`src/design/wwts_pkg.sv`:
```
// Shared types, constants and character helpers for the whole-word text search core.
// No dependencies; every other design file uses it by scoped name.

package wwts_pkg;

   localparam int MAX_PATTERN_DEF = 32;
   localparam int CHAR_BITS_DEF   = 16;
   localparam int WORD_BITS       = 32;
   localparam int OPCODE_W        = 2;
   localparam int PIDX_W          = 5;
   localparam int PLEN_W          = 6;
   localparam int CSR_ADDR_W      = 4;
   localparam int CSR_DATA_W      = 32;
   localparam int FIFO_DEPTH      = 4;

   localparam logic [WORD_BITS-1:0] SAT_WORD = '1;

   typedef enum logic [OPCODE_W-1:0] {
      OP_LOAD = 2'd0,
      OP_TEXT = 2'd1,
      OP_END  = 2'd2
   } opcode_type;

   typedef enum logic [1:0] {
      REG_PATTERN_LENGTH = 2'd0,
      REG_CASE_SENSITIVE = 2'd1,
      REG_WHOLE_WORD     = 2'd2
   } reg_index_type;

   localparam logic KIND_MATCH = 1'b0;
   localparam logic KIND_DONE  = 1'b1;

   typedef struct packed {
      logic                 kind;
      logic [WORD_BITS-1:0] start_position;
      logic [WORD_BITS-1:0] match_count;
      logic                 last;
   } rsp_word_type;

   typedef struct packed {
      logic [1:0]   count;
      rsp_word_type first;
      rsp_word_type second;
   } push_type;

   typedef struct packed {
      logic                 hit;
      logic [WORD_BITS-1:0] start;
   } verdict_type;

   function automatic logic [WORD_BITS-1:0] fold(input logic [WORD_BITS-1:0] c,
                                                 input logic exact);
      logic [WORD_BITS-1:0] r;
      r = c;
      if (!exact && c >= 32'h41 && c <= 32'h5A) begin
         r = c + 32'h20;
      end
      return r;
   endfunction

   function automatic logic is_break(input logic [WORD_BITS-1:0] c);
      logic r;
      r = 1'b0;
      if (c <= 32'h20) begin
         r = 1'b1;
      end else begin
         case (c)
            32'h2E, 32'h2C, 32'h3B, 32'h3A, 32'h22, 32'h27, 32'hB4, 32'h60,
            32'hB0, 32'h5E, 32'h21, 32'h3F, 32'h26, 32'h24, 32'h40, 32'hA7,
            32'h25, 32'h23, 32'h7E, 32'h5B, 32'h5D, 32'h28, 32'h29, 32'h7B,
            32'h7D, 32'h3C, 32'h3E, 32'h2D, 32'h3D, 32'h2B, 32'h2A, 32'h2F,
            32'h5C, 32'h7C: r = 1'b1;
            default: r = 1'b0;
         endcase
      end
      return r;
   endfunction

endpackage

```
`src/design/wwts_judge.sv`:
```
// Candidate judge: parallel window compare, start check and word-boundary test.
// Depends on wwts_pkg (fold, is_break, verdict_type).

module wwts_judge #(
   parameter int MAX_PATTERN = wwts_pkg::MAX_PATTERN_DEF,
   parameter int CHAR_BITS   = wwts_pkg::CHAR_BITS_DEF,
   localparam int WIN_IDX_W  = $clog2(MAX_PATTERN + 1)
) (
   input  logic [CHAR_BITS-1:0]           pattern [MAX_PATTERN],
   input  logic [CHAR_BITS-1:0]           window  [MAX_PATTERN+1],
   input  logic [WIN_IDX_W-1:0]           active_len,
   input  logic [wwts_pkg::WORD_BITS-1:0] chars_seen,
   input  logic [wwts_pkg::WORD_BITS-1:0] earliest,
   input  logic                           case_sensitive,
   input  logic                           whole_word,
   input  logic                           at_end,
   input  logic [CHAR_BITS-1:0]           after_char,
   output wwts_pkg::verdict_type          verdict
);

   logic [MAX_PATTERN-1:0]         lane_bad;
   logic [wwts_pkg::WORD_BITS-1:0] len_word;
   logic [wwts_pkg::WORD_BITS-1:0] start;
   logic                           before_ok;
   logic                           after_ok;

   for (genvar i = 0; i < MAX_PATTERN; i++) begin : g_lane
      assign lane_bad[i] = (WIN_IDX_W'(i) < active_len) &&
         (wwts_pkg::fold(32'(pattern[i]), case_sensitive) !=
          wwts_pkg::fold(32'(window[active_len - WIN_IDX_W'(i + 1)]), case_sensitive));
   end

   assign len_word  = 32'(active_len);
   assign start     = chars_seen - len_word + 32'd1;
   assign before_ok = (chars_seen == len_word) ||
      wwts_pkg::is_break(wwts_pkg::fold(32'(window[active_len]), case_sensitive));
   assign after_ok  = at_end ||
      wwts_pkg::is_break(wwts_pkg::fold(32'(after_char), case_sensitive));

   assign verdict.start = start;
   assign verdict.hit   = (chars_seen >= len_word) && (start >= earliest) &&
                          (lane_bad == '0) && (!whole_word || (before_ok && after_ok));

endmodule

```
`config.mk`:
```
export PLATFORM = sky130hd
export DESIGN_NAME = wwts_judge
export DESIGN_NICKNAME = d
export VERILOG_FILES = /design/src/design/wwts_pkg.sv /design/src/design/wwts_judge.sv
export SDC_FILE = /design/constraint.sdc
export NUM_CORES = 2
export LEC_CHECK = 0
export BUFFER_PORTS_ARGS = -buffer_cell sky130_fd_sc_hd__buf_2
export CAP_MARGIN = 10
export CORE_AREA = 2 2 448 450
export DETAILED_ROUTE_END_ITERATION = 8
export DIE_AREA = 0 0 450 452
export PLACE_DENSITY = 0.47
export SETUP_SLACK_MARGIN = 0.15
export SYNTH_ARGS = -nofsm -noshare
export SYNTH_HDL_FRONTEND = slang
export SYNTH_SLANG_ARGS = --single-unit
```
`constraint.sdc`:
```
create_clock -name vclk -period 28
set_clock_uncertainty 0.05 [all_clocks]
set_input_delay 2.8 -clock vclk [all_inputs]
set_output_delay 2.8 -clock vclk [all_outputs]
set_load 0.05 [all_outputs]
```
* Word level (Yosys, flattened, before mapping)
Cells that the tools add are included.
** Storage, ports and cells
- Register bits after elaboration :: 0
- Input bits :: 1129
- Output and inout port bits :: 33
- Word-level logic and storage cells :: 780
** Cells by class
- Add/subtract/negate cells :: 100
- Magnitude comparators :: 201
- Equal/unequal tests :: 101
- Mux-type cells :: 169
- Bitwise logic cells :: 33
- Reductions and logical operators :: 176
** Operator list (count)
- 16-bit binary-select mux with 6-bit select :: 33
- 32-bit by 6-bit equality test with 1-bit output (second input constant) :: 42
- 16-bit by 6-bit adder with 17-bit output (second input constant) :: 66
- 17-bit 2-to-1 mux :: 66
- 16-bit by 7-bit >= comparator with 1-bit output (second input constant) :: 66
- 16-bit by 7-bit less-or-equal comparator with 1-bit output (second input constant) :: 66
- 16-bit 2-to-1 mux :: 66
- 32-bit inequality test :: 32
- 32-bit by 7-bit equality test with 1-bit output (second input constant) :: 20
- 7-bit >= comparator (second input constant) :: 33
- 6-bit inverter with 7-bit output :: 33
- 32-bit by 8-bit equality test with 1-bit output (second input constant) :: 6
- 1-bit logical AND :: 168
- 5-bit by 6-bit less-than comparator with 1-bit output (first input constant) :: 16
- 6-bit by 5-bit subtractor with 6-bit output (second input constant) :: 16
- 34-bit OR reduction :: 2
- 32-bit by 6-bit less-or-equal comparator with 1-bit output (second input constant) :: 2
- 4-bit by 6-bit less-than comparator with 1-bit output (first input constant) :: 8
- 6-bit by 4-bit subtractor with 6-bit output (second input constant) :: 8
- 32-bit by 1-bit adder with 32-bit output (second input constant) :: 1
- 32-bit by 6-bit equality test with 1-bit output :: 1
- 32-bit >= comparator :: 1
- 32-bit by 6-bit >= comparator with 1-bit output :: 1
- 32-bit logical NOT :: 1
- other kinds (11) :: 26

* Depth between registers and ports, before layout
- Depth after elaboration :: 16
- Gate-level depth with buffers :: 40

* Least setup slack after synthesis
No wires, ideal clock.
- Kind :: input-to-output
- Start point :: in active_len[1]
- End point :: out verdict[32] (netlist bit)
- Arrival time :: 11.655 ns
- Data required time :: 25.150 ns
- Path slack :: 13.495 ns
- Stages on the path :: 39
- Path buffers :: 8
- Cells stage by stage :: buf_2 buf_4 buf_2 buf_4 buf_4 inv_1 buf_2 buf_1 buf_1 ha_1 inv_1 ha_1 fa_1 nor2b_1 o21ai_0 a21oi_1 o21ai_0 a21oi_1 [3 not listed] a21oi_1 a211oi_1 o41a_1 a211oi_1 a311oi_1 ha_1 nand4_1 nor2_1 nand4_1 nor3_1 and3_1 nand2_1 nand3_1 a21oi_1 a2bb2oi_1 o2111ai_1 or4_1 nor4_2
** RTL lines
- from (decl) :: RTL line wwts_judge.sv:11 : input logic [WIN_IDX_W-1:0] active_len,
- to (decl) :: RTL line wwts_judge.sv:18 : output wwts_pkg::verdict_type verdict

==> results.json <==
{
  "ctsResizeCount": 0,
  "die_area_mm2": 0.203,
  "synth_area_leaders": "mux4_2 (29%), mux2i_1 (7.3%), nand2_1 (4.1%)",
  "nClkBuffers": 0,
  "die_h_um": 452,
  "cts_hold_buffers": 0,
  "syn_area_mm2": 0.0611,
  "post_cts_buffers": 0,
  "synth_common_cells": "mux4_2 (796), nand2_1 (662), mux2i_1 (445), nor2_1 (418), a21oi_1 (350)",
  "grt_pass1_wl_um": 749000,
  "grt_max_degree": 127,
  "worstSetupStartpointType": "input pin",
  "fmax_mhz": 66.0,
  "drtAntennaViolNets": 0,
  "first_global_vias": 74200,
  "flops_and_latches": 0,
  "setup_viol": 0,
  "initial_core_util": 0.307,
  "synth_top_area_frac": 0.294,
  "worst_setup_path_end_kind": "output pin",
  "coreArea_mm2": 0.199,
  "regArea_um2": 0,
  "synth.most_common_cell": "mux4_2",
  "use_met3": 0.285,
  "grt.met1_usage": 0.633,
  "post-route-period-util": 0.541,
  "fin_tns_setup_ns": 0,
  "area_growth_pct": 15.0,
  "min_period_ns": 15.15,
  "ys_warn_count": 0,
  "via_per_inst": 7.85,
  "gp_congestion": 1.17,
  "n_fill_cell": 20900,
  "drc_errors": 1,
  "critPathArrivalTime_ns": 12.30,
  "num_io_pins": 1162,
  "synthesis.nets": 8455,
  "finalHoldViolCount": 0,
  "die_w_um": 450,
  "grt_antenna_before_repair": 189,
  "yosysTopAreaCell": "mux4_2",
  "wl_per_cell_um": 54.9,
  "synthCells": 7149,
  "max_slew_margin": 0.00603,
  "worstPathRequired_ns": 25.15,
  "first_pass_iters": 9,
  "rsz0062_at_grt": "false",
  "grt_usage": 0.550,
  "fp-row-count": 164,
  "critPathMaxFanout": 88,
  "slew_viol_final": 0,
  "seq_area_frac_synth": 0,
  "vias": 84500,
  "hp-class": "in -> out",
  "hpwl_um": 487000,
  "critical_path_class": "in -> out",
  "violations": "DRC, capacitance limit",
  "yosysUniqueCellTypes": 110,
  "outcome": "finished with violations",
  "tightest_slew_ns": 1.45,
  "drv_cap": 1,
  "avgSynthCellArea_um2": 8.54,
  "place.port_buffers": 1162,
  "grt-busiest-layer": "met2",
  "nets": 9274,
  "use_met2": 0.743,
  "finalWirelength_um": 591000,
  "gr-total-overflow": 0,
  "drtIter0Drc": 16100,
  "drive_gt1_frac": 0.322
}
[metrics by stage]
stage	hold WS (ns)	util	setup WS, ns	instances	area [µm²]
after floorplan	5.94	-	13.49	7149	61100
after global placement	6.14	0.351	13.28	10600	69800
after detailed placement	6.14	0.352	13.69	10600	69800
after CTS	6.14	0.352	13.65	10600	69800
after global routing	6.18	0.352	13.18	10700	70000
final	6.16	0.354	12.85	10800	70200
[kinds of logic after synthesis]
family,Yosys count,share of synthesized area
compound gates,1909,0.229
xor+xnor,515,0.0750
fa+ha+maj,177,0.0366
buf+inv,816,0.0632
mux,1415,0.405
simple gates,2317,0.191
[path summary, 6_finish.rpt]
| path | to | cells after the start | slack [ns] | from |
|---|---|---|---|---|
| hold / removal | verdict[22] | 4 | 6.16 | chars_seen[21] |
| setup / recovery | verdict[32] | 18 | 12.85 | active_len[0] |
[cell type report]
class,count,area (µm²),area share
Multi-Input combinational cell,6333,57800,0.822
Timing Repair Buffer,1438,8050,0.115
Tap cell,2656,3320,0.0473
Inverter,195,734,0.0105
Antenna cell,145,363,0.00517
[placed cells by master (no fill, tap or decap), drive strengths merged, types with 84 or more instances in the layout]
cell and n:
a21oi 350, a221o 132, a221oi 138, a22oi 128
a31oi 89, and3 84, buf 1437, diode 145
ha 174, inv 190, mux2 148, mux2i 445
mux4 822, nand2 663, nand3 232, nand4 109
nor2 418, nor3 215, nor4 184, o21ai 238
o22ai 134, xnor2 289, xor2 226
[worst max-delay path, cell delays in order]
cell       delay (ns)
buf_8            0.35
inv_1            0.44
ha_4             0.87
buf_4            0.57
buf_12           0.55
mux4_2           0.45
mux2_2           0.30
mux2i_1          0.98
nor4b_1          0.34
o221ai_1         0.20
a2111oi_0        0.95
nor2b_1          0.15
nor4_2           0.99
o2bb2ai_1        0.40
nor4_1           0.78
nand4_1          0.20
nor4_2           0.29
buf_2            0.45
[metal layers]
| layer | vias to the layer above | part of all wire |
|---|---|---|
| met2 | 8395 | 0.39 |
| li1 | 31100 | - |
| met3 | 2300 | 0.16 |
| met5 | - | 0.0017 |
| met1 | 42600 | 0.35 |
| met4 | 86 | 0.11 |
