## src/design/wwts_pkg.sv

```systemverilog
// Shared types, constants and character helpers for the whole-word text search core.
// No dependencies; every other design file uses it by scoped name.

package wwts_pkg;

   localparam int MAX_PATTERN_DEF = 32;
   localparam int CHAR_BITS_DEF   = 16;
   localparam int WORD_BITS       = 32;
   localparam int OPCODE_W        = 2;
   localparam int PIDX_W          = 5;
   localparam int PLEN_W          = 6;
   localparam int CSR_ADDR_W      = 4;
   localparam int CSR_DATA_W      = 32;
   localparam int FIFO_DEPTH      = 4;

   localparam logic [WORD_BITS-1:0] SAT_WORD = '1;

   typedef enum logic [OPCODE_W-1:0] {
      OP_LOAD = 2'd0,
      OP_TEXT = 2'd1,
      OP_END  = 2'd2
   } opcode_type;

   typedef enum logic [1:0] {
      REG_PATTERN_LENGTH = 2'd0,
      REG_CASE_SENSITIVE = 2'd1,
      REG_WHOLE_WORD     = 2'd2
   } reg_index_type;

   localparam logic KIND_MATCH = 1'b0;
   localparam logic KIND_DONE  = 1'b1;

   typedef struct packed {
      logic                 kind;
      logic [WORD_BITS-1:0] start_position;
      logic [WORD_BITS-1:0] match_count;
      logic                 last;
   } rsp_word_type;

   typedef struct packed {
      logic [1:0]   count;
      rsp_word_type first;
      rsp_word_type second;
   } push_type;

   typedef struct packed {
      logic                 hit;
      logic [WORD_BITS-1:0] start;
   } verdict_type;

   function automatic logic [WORD_BITS-1:0] fold(input logic [WORD_BITS-1:0] c,
                                                 input logic exact);
      logic [WORD_BITS-1:0] r;
      r = c;
      if (!exact && c >= 32'h41 && c <= 32'h5A) begin
         r = c + 32'h20;
      end
      return r;
   endfunction

   function automatic logic is_break(input logic [WORD_BITS-1:0] c);
      logic r;
      r = 1'b0;
      if (c <= 32'h20) begin
         r = 1'b1;
      end else begin
         case (c)
            32'h2E, 32'h2C, 32'h3B, 32'h3A, 32'h22, 32'h27, 32'hB4, 32'h60,
            32'hB0, 32'h5E, 32'h21, 32'h3F, 32'h26, 32'h24, 32'h40, 32'hA7,
            32'h25, 32'h23, 32'h7E, 32'h5B, 32'h5D, 32'h28, 32'h29, 32'h7B,
            32'h7D, 32'h3C, 32'h3E, 32'h2D, 32'h3D, 32'h2B, 32'h2A, 32'h2F,
            32'h5C, 32'h7C: r = 1'b1;
            default: r = 1'b0;
         endcase
      end
      return r;
   endfunction

endpackage

```

## src/design/wwts_out_fifo.sv

```systemverilog
// Result word queue: takes up to two words a cycle, hands out one word a cycle while out_ready is high.
// Depends on wwts_pkg (rsp_word_type, push_type, FIFO_DEPTH).

module wwts_out_fifo (
   input  logic                   clock,
   input  logic                   reset,
   input  wwts_pkg::push_type     push,
   output logic                   room,
   output logic                   out_valid,
   input  logic                   out_ready,
   output wwts_pkg::rsp_word_type out_word
);

   localparam int PTR_W = $clog2(wwts_pkg::FIFO_DEPTH);
   localparam int CNT_W = $clog2(wwts_pkg::FIFO_DEPTH + 1);

   wwts_pkg::rsp_word_type mem [wwts_pkg::FIFO_DEPTH];
   logic [PTR_W-1:0]       wr_ff;
   logic [PTR_W-1:0]       rd_ff;
   logic [CNT_W-1:0]       count_ff;
   logic                   pop;

   assign pop       = out_valid && out_ready;
   assign out_valid = (count_ff != '0);
   assign out_word  = mem[rd_ff];
   assign room      = (count_ff <= CNT_W'(wwts_pkg::FIFO_DEPTH - 2));

   always_ff @(posedge clock) begin
      if (reset) begin
         wr_ff    <= '0;
         rd_ff    <= '0;
         count_ff <= '0;
      end else begin
         wr_ff    <= wr_ff + PTR_W'(push.count);
         rd_ff    <= rd_ff + PTR_W'(pop);
         count_ff <= count_ff + CNT_W'(push.count) - CNT_W'(pop);
      end
   end

   always_ff @(posedge clock) begin
      if (push.count != 2'd0) begin
         mem[wr_ff] <= push.first;
      end
      if (push.count == 2'd2) begin
         mem[wr_ff + PTR_W'(1)] <= push.second;
      end
   end

endmodule

```

## config.mk

```make
export PLATFORM = sky130hd
export DESIGN_NAME = wwts_out_fifo
export DESIGN_NICKNAME = d
export VERILOG_FILES = /design/src/design/wwts_pkg.sv /design/src/design/wwts_out_fifo.sv
export SDC_FILE = /design/constraint.sdc
export NUM_CORES = 1
export LEC_CHECK = 0
export BUFFER_PORTS_ARGS = -buffer_cell sky130_fd_sc_hd__buf_4
export CORE_UTILIZATION = 35
export CTS_CLUSTER_SIZE = 24
export DETAILED_ROUTE_END_ITERATION = 12
export PLACE_DENSITY = 0.65
export SLEW_MARGIN = 20
export SYNTH_ARGS = -nofsm -noshare
export SYNTH_HDL_FRONTEND = slang
export SYNTH_SLANG_ARGS = --single-unit
```

## constraint.sdc

```tcl
create_clock -name clock -period 10.75 [get_ports clock]
set_clock_uncertainty 0.2 [all_clocks]
set_input_delay 1.075 -clock clock [delete_from_list [all_inputs] [get_ports clock]]
set_output_delay 1.075 -clock clock [all_outputs]
set_load 0.02 [all_outputs]
```

# Yosys cells after proc, flatten, opt, wreduce, memory -nomap -nowiden
# Memory sizes are Yosys's and may differ from the RTL's. A register that Yosys moved wholly into a read port is not among the register bits.
# Cells that the tools add are included.
[classes]
addsub = 5
order_cmp = 1
eq_ne = 1
mux = 5
reduce_logical = 3
[op_table]
columns = ["operator", "count"]
rows = [
  ["two-way mux 1 bit", 4],
  ["adder 3 x 2 -> 3 bit", 1],
  ["<= comparator 3 x 2 -> 1 bit, second input constant", 1],
  ["nonzero test 3 bit", 1],
  ["subtractor 3 x 1 -> 3 bit", 1],
  ["adder 2 x 1 -> 2 bit", 1],
  ["adder 2 x 1 -> 2 bit, second input constant", 1],
  ["adder 2 bit", 1],
  ["equality test 2 bit, second input constant", 1],
  ["two-way mux 2 bit", 1],
  ["nonzero test 2 bit", 1],
  ["logical AND 1 bit", 1],
]
[totals]
register_bits = 7
ram_bits = 264
input_bits = 137
output_inout_bits = 68
mem_count = 1
[memory_table]
columns = ["memory", "depth", "width", "rd", "rd_clocked_by_memory_dff", "wr", "line_no", "rtl"]
rows = [
  ["mem", 4, 66, 1, 1, 2, "wwts_out_fifo.sv:17", "wwts_pkg::rsp_word_type mem [wwts_pkg::FIFO_DEPTH];"],
]

# Depth between registers and ports, before layout
[depth]
ltp_word = 4
mapped_depth = 7
ltp_nobuf = 6

# Worst setup path after synthesis
# OpenSTA, ideal clock, no wires.
[synth_timing]
kind = "in2reg"
startpoint = "input push[133] in the netlist's numbering"
endpoint = "memory mem[0][0] in the netlist's numbering (enable)"
setup_time_ns = 0.581
t_arrival_ns = 5.953
setup_slack_ns = 4.016
stages = 3
path_buffers = 1
cell_sequence = "buf_2 o21bai_1 o21ai_0"
[synth_lines]
columns = ["element", "line_no", "rtl"]
rows = [
  ["start, declared", "wwts_out_fifo.sv:7", "input wwts_pkg::push_type push,"],
  ["end, declared", "wwts_out_fifo.sv:17", ""],
]

==> out/results.env <==
ROW_COUNT=70
PERIOD_SHARE=0.374
CTS_MAX_LEVEL=1
CHIPWIDTH_UM=196
FINAL_LAYOUT_SIZE_SUFFIX_GT1_FRAC=0.611
CP.ARRIVAL_PS=2740
CTS.CLK_SLEW.WORST_PATHS_PS=60
YOSYSWARNINGS=0
CRITICAL_SETUP_PATH_CLASS='reg -> out'
N_ANTENNA_CELL=0
POSTSYNTH.TOPFLOPCELL='edfxtp_1'
GRT_ANTENNA_BEFORE_REPAIR=1
POWER_DENSITY_mW_PER_MM2=192
CRITICAL_PATH.ENDPOINT_TYPE='output pin'
TRITONCTS.NUM_BUFFERS=31
FILLER_CELL_COUNT=3285
WORST_PIN_SLEW_PS=1080
WORST_SKEW_PAIR.LATE_LATENCY_PS=560
CAP_VIOLATIONS=0
YS_FF_LATCH=271
DRC_VIOLATION_COUNT_AFTER_ROUTING=0
COUNT_OF_CELLS_RESIZED_BY_POST_CTS_REPAIR=0
SYNTH-SEQ-AREA-SHARE=0.615
TOP_LEVEL_PORTS=205
CTS_ROOT_BUF='clkbuf_16'
TRITONCTS_NUM_SINKS=271
MIN_PERIOD_PS=4020
CTS_HOLD_REPAIR.BUFFERS=0
SYNTH_FP_NETS=824
SLEW_HEADROOM=0.279
DR_TOTAL_VIAS=7059
DIE_AREA_MM2=0.0383
DIE_OUTLINE_HEIGHT_UM=196
START_UTIL=0.357
CTS_TREE='yes'
SYNTH_ENABLE_FLOP_CELLS=264
FINAL_SETUP_VIOLATION_COUNT=0
POST_CTS_BUFFERS=0
NETS=1030
COREAREA_MM2=0.0368
POSTSYNTHAREAPERCELL_UM2=19.2
ROUTE.DETAILED.WL_PER_INST_UM=22.9
IO_BUFFERS=204
DRTANTENNAVIOLNETS=0
SYN_AREA_MM2=0.0131
FINALMAXSLEWVIOLATIONS=0
RSZ0062_AT_GRT='false'
SETUP.WORST_PATH.START_CLASS='register'
GRT_PASS1_WL_UM=47700
TIMING.CRITICAL_PATH.FANOUT_MAX=46
GRT_PASS1_VIAS=7776
GLOBAL_ROUTE.OVERFLOW_TOTAL=0
GRT_USE_TOTAL=0.167
STATUS='completed'
FMAXACHIEVABLE_MHz=249
CLOCK_PATH_BUFFERS=3
VIASPERCELL=5.13
DRT-INITIAL-DRC-COUNT=326
MAXIMUM_NUMBER_OF_PINS_ON_ONE_NET_BEFORE_GLOBAL_ROUTE_REPAIR=63
DRT_PASS1_ITERATIONS=4
P_LEAK_nW=5.55
GP_CONGESTION=0.687
SYNTH_CELL_TYPE_COUNT=26
TIMING.HOLD.WORST.CLASS='reg -> reg'
TOTALNEGATIVESETUPSLACK_PS=0
CRITPATHREQUIREDTIME_PS=9480
FINALHOLDVIOLCOUNT=0
YS_ASYNC_SR_FRACTION=0
VDD.IR_DROP.WORST_V=0.000142
FINALHOLDWORSTSLACK_PS=459
AREAGROWTHSYNTHTOFINISH_PCT=22.3
OVERALL_ROUTED_NET_LENGTH_UM=31500
SYNTHCELLS=683
DETAILED_PLACE_HPWL_UM=18600
per-layer routing:
metal / wire length, µm / vias up / track usage
li1: - / 3229 / -
met2: 14900 / 180 / 0.273
met5: 0 / - / 0
met3: 1570 / 42 / 0.0347
met1: 14500 / 3608 / 0.230
met4: 528 / 0 / 0.0332
state kept, by name (all words and copies together) (netlist names):
register  cells
count_ff      3
wr_ff         2
mem         264
rd_ff         2
stage by stage:
| stage | utilization | setup WS [ps] | power, mW | std cells | cell area, µm² |
|---|---|---|---|---|---|
| 2_1_floorplan | - | 4020 | 1.86 | 683 | 13100 |
| 3_3_place_gp | 0.411 | 6900 | 2.16 | 1322 | 15100 |
| 3_5_place_dp | 0.412 | 6920 | 2.17 | 1324 | 15200 |
| 4_1_cts | 0.436 | 6330 | 3.13 | 1376 | 16100 |
| 5_1_grt | 0.436 | 6510 | 3.21 | 1376 | 16100 |
| 6_report | 0.436 | 6730 | 3.08 | 1376 | 16100 |
power breakdown:
| group | switching (mW) | internal (mW) |
|---|---|---|
| logic | 0.402 | 0.385 |
| registers | 0.0481 | 1.30 |
| clock network | 0.403 | 0.547 |
| total | 0.853 | 2.23 |
synth_stat cells (4+ instances only):
library cell | number | area share
inv_1 | 4 | 0.0011
buf_6 | 4 | 0.0034
nor2_1 | 6 | 0.0017
mux2_1 | 39 | 0.033
dfxtp_1 | 7 | 0.011
mux2_2 | 227 | 0.19
buf_4 | 15 | 0.0086
edfxtp_1 | 264 | 0.60
nor2b_1 | 5 | 0.0024
mux4_2 | 66 | 0.11
clkbuf_1 | 6 | 0.0017
buf_2 | 20 | 0.0076
cells by family (layout without fill, tap and decap cells):
logic type,count (synthesis),in the layout,share of synthesized area
AOI/OAI and AO/OA,6,6,0.00315
xor gates and xnor gates,2,2,0.00343
muxes,334,334,0.343
buffers and inverters,49,274,0.0225
and+or+nand+nor,17,17,0.00877
adders and majority gates,4,4,0.00439
DFF,271,271,0.615
cell type report:
class	count	area [µm²]	share of cell area
timing repair buffer	218	1680	0.105
sequential	271	8080	0.503
tap	468	586	0.0365
clock inverter	10	68.8	0.00429
clock buffer	42	817	0.0509
inverter	4	15.0	0.000935
multi-input combinational	363	4810	0.300
final timing paths:
path	start	end	slack (ps)	cells after the start
setup / recovery	rd_ff[0]	out_word[0]	6730	3
hold / removal	rd_ff[1]	rd_ff[1]	460	2
setup reg to reg	wr_ff[1]	mem[2][29]	7760	3
hold reg to reg	rd_ff[1]	rd_ff[1]	460	2
layout by cell type, fill, tap and decap left out, drive strengths merged:
| cell | netlist | routed |
|---|---|---|
| nor2b | 5 | 5 |
| edfxtp | 264 | 264 |
| fa | 1 | 1 |
| or2 | 1 | 1 |
| inv | 4 | 4 |
| mux2i | 2 | 2 |
| clkinv | 0 | 8 |
| xnor3 | 2 | 2 |
| or3 | 1 | 1 |
| bufinv | 0 | 1 |
| o31ai | 1 | 1 |
| nand4b | 1 | 1 |
| a21oi | 1 | 1 |
| o311ai | 1 | 1 |
| nor4b | 1 | 1 |
| dfxtp | 7 | 7 |
| nor2 | 6 | 6 |
| clkinvlp | 0 | 1 |
| mux2 | 266 | 266 |
| clkbuf | 6 | 42 |
| mux4 | 66 | 66 |
| and4bb | 2 | 2 |
| ha | 3 | 3 |
| o21ai | 1 | 1 |
| o21bai | 2 | 2 |
| buf | 39 | 218 |
critical path: stages, from the launching register on:
cell and delay, ps:
dfxtp_4 660, buf_6 630, mux4_2 640, buf_4 180
No activity file was read; power rests on OpenSTA's default activity.
